### src/hdl/ffua_pkg.sv
package ffua_pkg;

    localparam int MAP_UNITS_DEF  = 1024;
    localparam int OWNER_BITS_DEF = 8;

    localparam int OWNER_ID_W  = 8;
    localparam int REQ_UNITS_W = 11;
    localparam int STATUS_W    = 3;
    localparam int START_W     = 10;
    localparam int HELD_W      = 11;

    localparam logic REQ_ALLOC = 1'b0;
    localparam logic REQ_FREE  = 1'b1;

    localparam logic [STATUS_W-1:0] ST_NEW      = 3'd0;
    localparam logic [STATUS_W-1:0] ST_HELD     = 3'd1;
    localparam logic [STATUS_W-1:0] ST_NOSPACE  = 3'd2;
    localparam logic [STATUS_W-1:0] ST_FREED    = 3'd3;
    localparam logic [STATUS_W-1:0] ST_NOTFOUND = 3'd4;

    typedef struct packed {
        logic clear;
        logic start;
        logic scan;
        logic fill;
        logic load_resp;
    } ffua_cmd_t;

    typedef struct packed {
        logic clear_done;
        logic scan_done;
        logic need_fill;
        logic fill_done;
    } ffua_sts_t;

endpackage

### src/hdl/ffua_ctrl.sv
module ffua_ctrl (
    input  logic              clk,
    input  logic              rst_n,
    input  logic              req_valid,
    output logic              req_ready,
    output logic              rsp_valid,
    input  logic              rsp_ready,
    input  ffua_pkg::ffua_sts_t sts,
    output ffua_pkg::ffua_cmd_t cmd
);
    import ffua_pkg::*;

    localparam logic [2:0] S_CLEAR  = 3'd0;
    localparam logic [2:0] S_IDLE   = 3'd1;
    localparam logic [2:0] S_SCAN   = 3'd2;
    localparam logic [2:0] S_DECIDE = 3'd3;
    localparam logic [2:0] S_FILL   = 3'd4;
    localparam logic [2:0] S_RESP   = 3'd5;

    logic [2:0] state_reg;
    logic [2:0] state_next;
    logic       rsp_valid_reg;
    logic       rsp_valid_next;
    logic       can_load;

    assign can_load  = !rsp_valid_reg || rsp_ready;
    assign req_ready = (state_reg == S_IDLE);
    assign rsp_valid = rsp_valid_reg;

    always_comb
    begin
        cmd.clear     = (state_reg == S_CLEAR);
        cmd.start     = (state_reg == S_IDLE) && req_valid;
        cmd.scan      = (state_reg == S_SCAN);
        cmd.fill      = (state_reg == S_FILL);
        cmd.load_resp = (state_reg == S_RESP) && can_load;
    end

    always_comb
    begin
        state_next = state_reg;
        unique case (state_reg)
            S_CLEAR:
            begin
                if (sts.clear_done)
                    state_next = S_IDLE;
            end
            S_IDLE:
            begin
                if (req_valid)
                    state_next = S_SCAN;
            end
            S_SCAN:
            begin
                if (sts.scan_done)
                    state_next = S_DECIDE;
            end
            S_DECIDE:
            begin
                state_next = sts.need_fill ? S_FILL : S_RESP;
            end
            S_FILL:
            begin
                if (sts.fill_done)
                    state_next = S_RESP;
            end
            S_RESP:
            begin
                if (can_load)
                    state_next = S_IDLE;
            end
            default:
            begin
                state_next = S_CLEAR;
            end
        endcase
    end

    always_comb
    begin
        if (cmd.load_resp)
            rsp_valid_next = 1'b1;
        else if (rsp_ready)
            rsp_valid_next = 1'b0;
        else
            rsp_valid_next = rsp_valid_reg;
    end

    always_ff @(posedge clk or negedge rst_n)
    begin
        if (!rst_n)
        begin
            state_reg     <= S_CLEAR;
            rsp_valid_reg <= 1'b0;
        end
        else
        begin
            state_reg     <= state_next;
            rsp_valid_reg <= rsp_valid_next;
        end
    end

endmodule

### config.mk
export PLATFORM = sky130hd
export DESIGN_NAME = ffua_ctrl
export DESIGN_NICKNAME = d
export VERILOG_FILES = /design/src/hdl/ffua_pkg.sv /design/src/hdl/ffua_ctrl.sv
export SDC_FILE = /design/constraint.sdc
export NUM_CORES = 1
export LEC_CHECK = 0
export ABC_AREA = 1
export CAP_MARGIN = 20
export CORE_AREA = 2 2 39 41
export CTS_CLUSTER_DIAMETER = 200
export DETAILED_ROUTE_END_ITERATION = 8
export DIE_AREA = 0 0 41 43
export DONT_BUFFER_PORTS = 1
export PLACE_DENSITY_LB_ADDON = 0.12
export SLEW_MARGIN = 5
export SYNTH_ARGS = -nofsm -noshare
export SYNTH_HDL_FRONTEND = slang
export SYNTH_SLANG_ARGS = --single-unit
### constraint.sdc
create_clock -name clk -period 1.15 [get_ports clk]
set_input_delay 0.115 -clock clk [delete_from_list [all_inputs] [get_ports clk]]
set_output_delay 0.115 -clock clk [all_outputs]
set_load 0.03 [all_outputs]
==> results.yml <==
global_routing:
  leftover_overflow_at_the_end_of_global_routing: 0
  grt_antenna_before_repair: 0
  first_global_vias: 337
  grt_start_max_net_pins: 7
  total_routing_resource_utilization_after_global_routing_pct: 11.3
  first_pass_grt_wire_length_mm: 1.29
finish:
  largest_register_ffs: 3
  layout.cell_area.non_filler_um2: 484
  fillers: 170
  final-instance-count-excl-fill: 77
  areaGrowthSynthToFinish_pct: 59.9
  drive_gt1_share_pct: 52.5
  finish.utilization_pct: 35.0
  final_net_count: 71
  n_antenna_cell: 0
timing:
  period_share_pct: 108
  fin_skew_ps: 0.139
  worst_margin_pin_slew_ps: 198
  hold_violations: 0
  timing.fmax_mhz: 805
  maxSlewHeadroom_pct: 86.7
  setup_repair_after_global_routing_missed_its_margin: "true"
  hold_ws_ps: 2.33
  setup_slack_ps: -92.3
  setup_viol: 7
  fin_crit_ps: 1240
  slew_violations: 0
run_status:
  run_status: "complete, but fails checks"
  failed_checks: "negative setup slack"
clocking:
  path_clk_slew_ps: 40
  cts_htree_levels: 1
  clock_insertion_delay_worst_skew_ps: 230
  cts.sink_count: 4
  cts_root_buffer: "sky130_fd_sc_hd__clkbuf_4"
  cts_inserted_buffers: 3
  clockBufferDepth: 2
  clock_tree_from_tritoncts: "built"
critical_path:
  path_class: "register to output pin"
  worstPathArrival_ps: 1130
  cpPeakStageDelay_ps: 440
  critPathLaunchType: "register"
  timing.critical_path.cells: "buf_6 > nor3_2 > buf_4"
  crit_path_top_delay_cell: "sky130_fd_sc_hd__dfrtp_2"
  critical_path.endpoint_type: "output pin"
  cpLargestDelayFamily: "flip-flops"
  data_required_time_at_the_worst_endpoint_ps: 1030
  cp.buffers_inverters: 2
  worst-path-max-fanout: 4
power_and_ir_drop:
  power-per-cell-area_mw_per_mm2: 2970
  leakage_power_of_the_design_nw: 0.255
  irDropWorstVdd_v: 0.000826
place:
  place.detailed.instances: 70
  placement.io_buffers: 0
  globalplace.congestion: 0.663
  dpl-instance-area_um2: 385
  place_hpwl_um: 606
floorplanning:
  top_level_ports: 15
  num_rows: 14
  die-width_um: 41
  die_h_um: 43
  core_area_mm2: 0.00138
  dieArea_mm2: 0.00176
  initial_utilization_pct: 21.9
drt:
  dr_total_vias: 334
  drcViolationCount: 0
  ant_nets: 0
  wl_per_cell_um: 9.92
  finalWirelength_um: 764
  drt_iter0_drc: 5
  firstDrtPassIters: 2
  routed_via_density: 4.34
run:
  max_cap_violations: 0
synthesis:
  synth.avg_cell_area_um2: 6.44
  synth_unique_cells: 14
  synthDominantAreaCellType: "sky130_fd_sc_hd__dfrtp_1"
  synth_top_area_share_pct: 33.1
  post_syn_nets: 55
  postSynthRegisterBits: 4
  syn-cell-area_um2: 303
  synth.yosys.warnings: 0
  synth_sequential_area_ratio_pct: 33.1
  synth.top_cells.by_area: "sky130_fd_sc_hd__dfrtp_1 33%, sky130_fd_sc_hd__inv_1 11%, sky130_fd_sc_hd__nand2_1 9.9%"
  syn_inst: 47
worst_hold_path:
  hold_path_class: "input pin to register"
## cell type report
class,instances,area [um2],share of cell area [%]
Clock buffer,3,22.5,4.65
Tap cell,16,20.0,4.13
Multi-Input combinational cell,31,191,39.5
Sequential cell,4,103,21.2
Inverter,11,43.8,9.04
Timing Repair Buffer,12,104,21.4
## where the power goes
part / internal [mW] / switching (mW) / leakage (nW)
sequential: 0.207 / 0.0736 / 0.0485
clock: 0.117 / 0.0552 / 0.0138
combinational: 0.398 / 0.589 / 0.193
## per-stage QoR
stage                     total power, mW  setup WS, ps  TNS, ps
final                                1.44         -92.3     -422
after global routing                 1.58          -183    -1070
after CTS                            1.41          -106     -504
after detailed placement             1.09          27.5        0
after global placement               1.09          8.46        0
after floorplan                     0.840          37.5        0
## metal layers
layer,wire length [um],GRT usage (%),vias to the layer above
met1,312,12.7,152
met4,0,10.0,0
met2,417,17.2,8
li1,-,-,174
met5,0,0,-
met3,34,1.57,0
## final timing paths
kind	cells past startpoint	to	start	slack, ps
worst min-delay path	1	rsp_valid	rsp_ready	2
max in group asynchronous	1	state_reg[2]	rst_n	820
worst max register to register	6	state_reg[2]	state_reg[1]	-20
worst max-delay path	3	cmd[4]	state_reg[1]	-90
worst min register to register	2	rsp_valid	rsp_valid	550
min in group asynchronous	1	rsp_valid	rst_n	150
## what timing repair did
item | CTS | global route
pin swaps | 2 | 2
endpoints found under the setup margin | 6 | 8
endpoints found under the hold margin | 4 | 0
resized for setup | 12 | 3
hold buffers | 1 | 0
setup buffers | 2 | 1
## synthesized netlist by cell type
cell	number
sky130_fd_sc_hd__nand2_1	8
sky130_fd_sc_hd__buf_4	1
sky130_fd_sc_hd__nand3_2	1
sky130_fd_sc_hd__o21ai_0	3
sky130_fd_sc_hd__nor2_1	5
sky130_fd_sc_hd__inv_2	2
sky130_fd_sc_hd__o21bai_1	2
sky130_fd_sc_hd__nand3_1	5
sky130_fd_sc_hd__dfrtp_1	4
sky130_fd_sc_hd__nor3_1	1
sky130_fd_sc_hd__nand2_2	1
sky130_fd_sc_hd__inv_1	9
sky130_fd_sc_hd__nor2_2	3
sky130_fd_sc_hd__a21oi_1	2
## cell families after synthesis
kind of cell	count (synthesis)	synth area share [%]
and+or+nand+nor	24	37.6
AOI/OAI and AO/OA	7	13.2
buffers and inverters	12	16.1
DFF	4	33.1
## layout by cell type, fill, tap and decap left out
master                          netlist  final
sky130_fd_sc_hd__clkbuf_4             0      3
sky130_fd_sc_hd__a21oi_1              2      2
sky130_fd_sc_hd__nor2_2               3      4
sky130_fd_sc_hd__inv_4                0      1
sky130_fd_sc_hd__dfrtp_1              4      2
sky130_fd_sc_hd__o21ai_0              3      3
sky130_fd_sc_hd__dfrtp_2              0      2
sky130_fd_sc_hd__inv_2                2      5
sky130_fd_sc_hd__nor2_1               5      3
sky130_fd_sc_hd__nand2_1              8      7
sky130_fd_sc_hd__buf_4                1      8
sky130_fd_sc_hd__nor3_2               0      1
sky130_fd_sc_hd__buf_6                0      3
sky130_fd_sc_hd__nand3_4              0      2
sky130_fd_sc_hd__inv_1                9      5
sky130_fd_sc_hd__dlygate4sd3_1        0      1
sky130_fd_sc_hd__nand2_2              1      2
sky130_fd_sc_hd__o21bai_1             2      2
sky130_fd_sc_hd__nor2_4               0      1
sky130_fd_sc_hd__nand3_1              5      4
(Power assumes the default switching activity.)
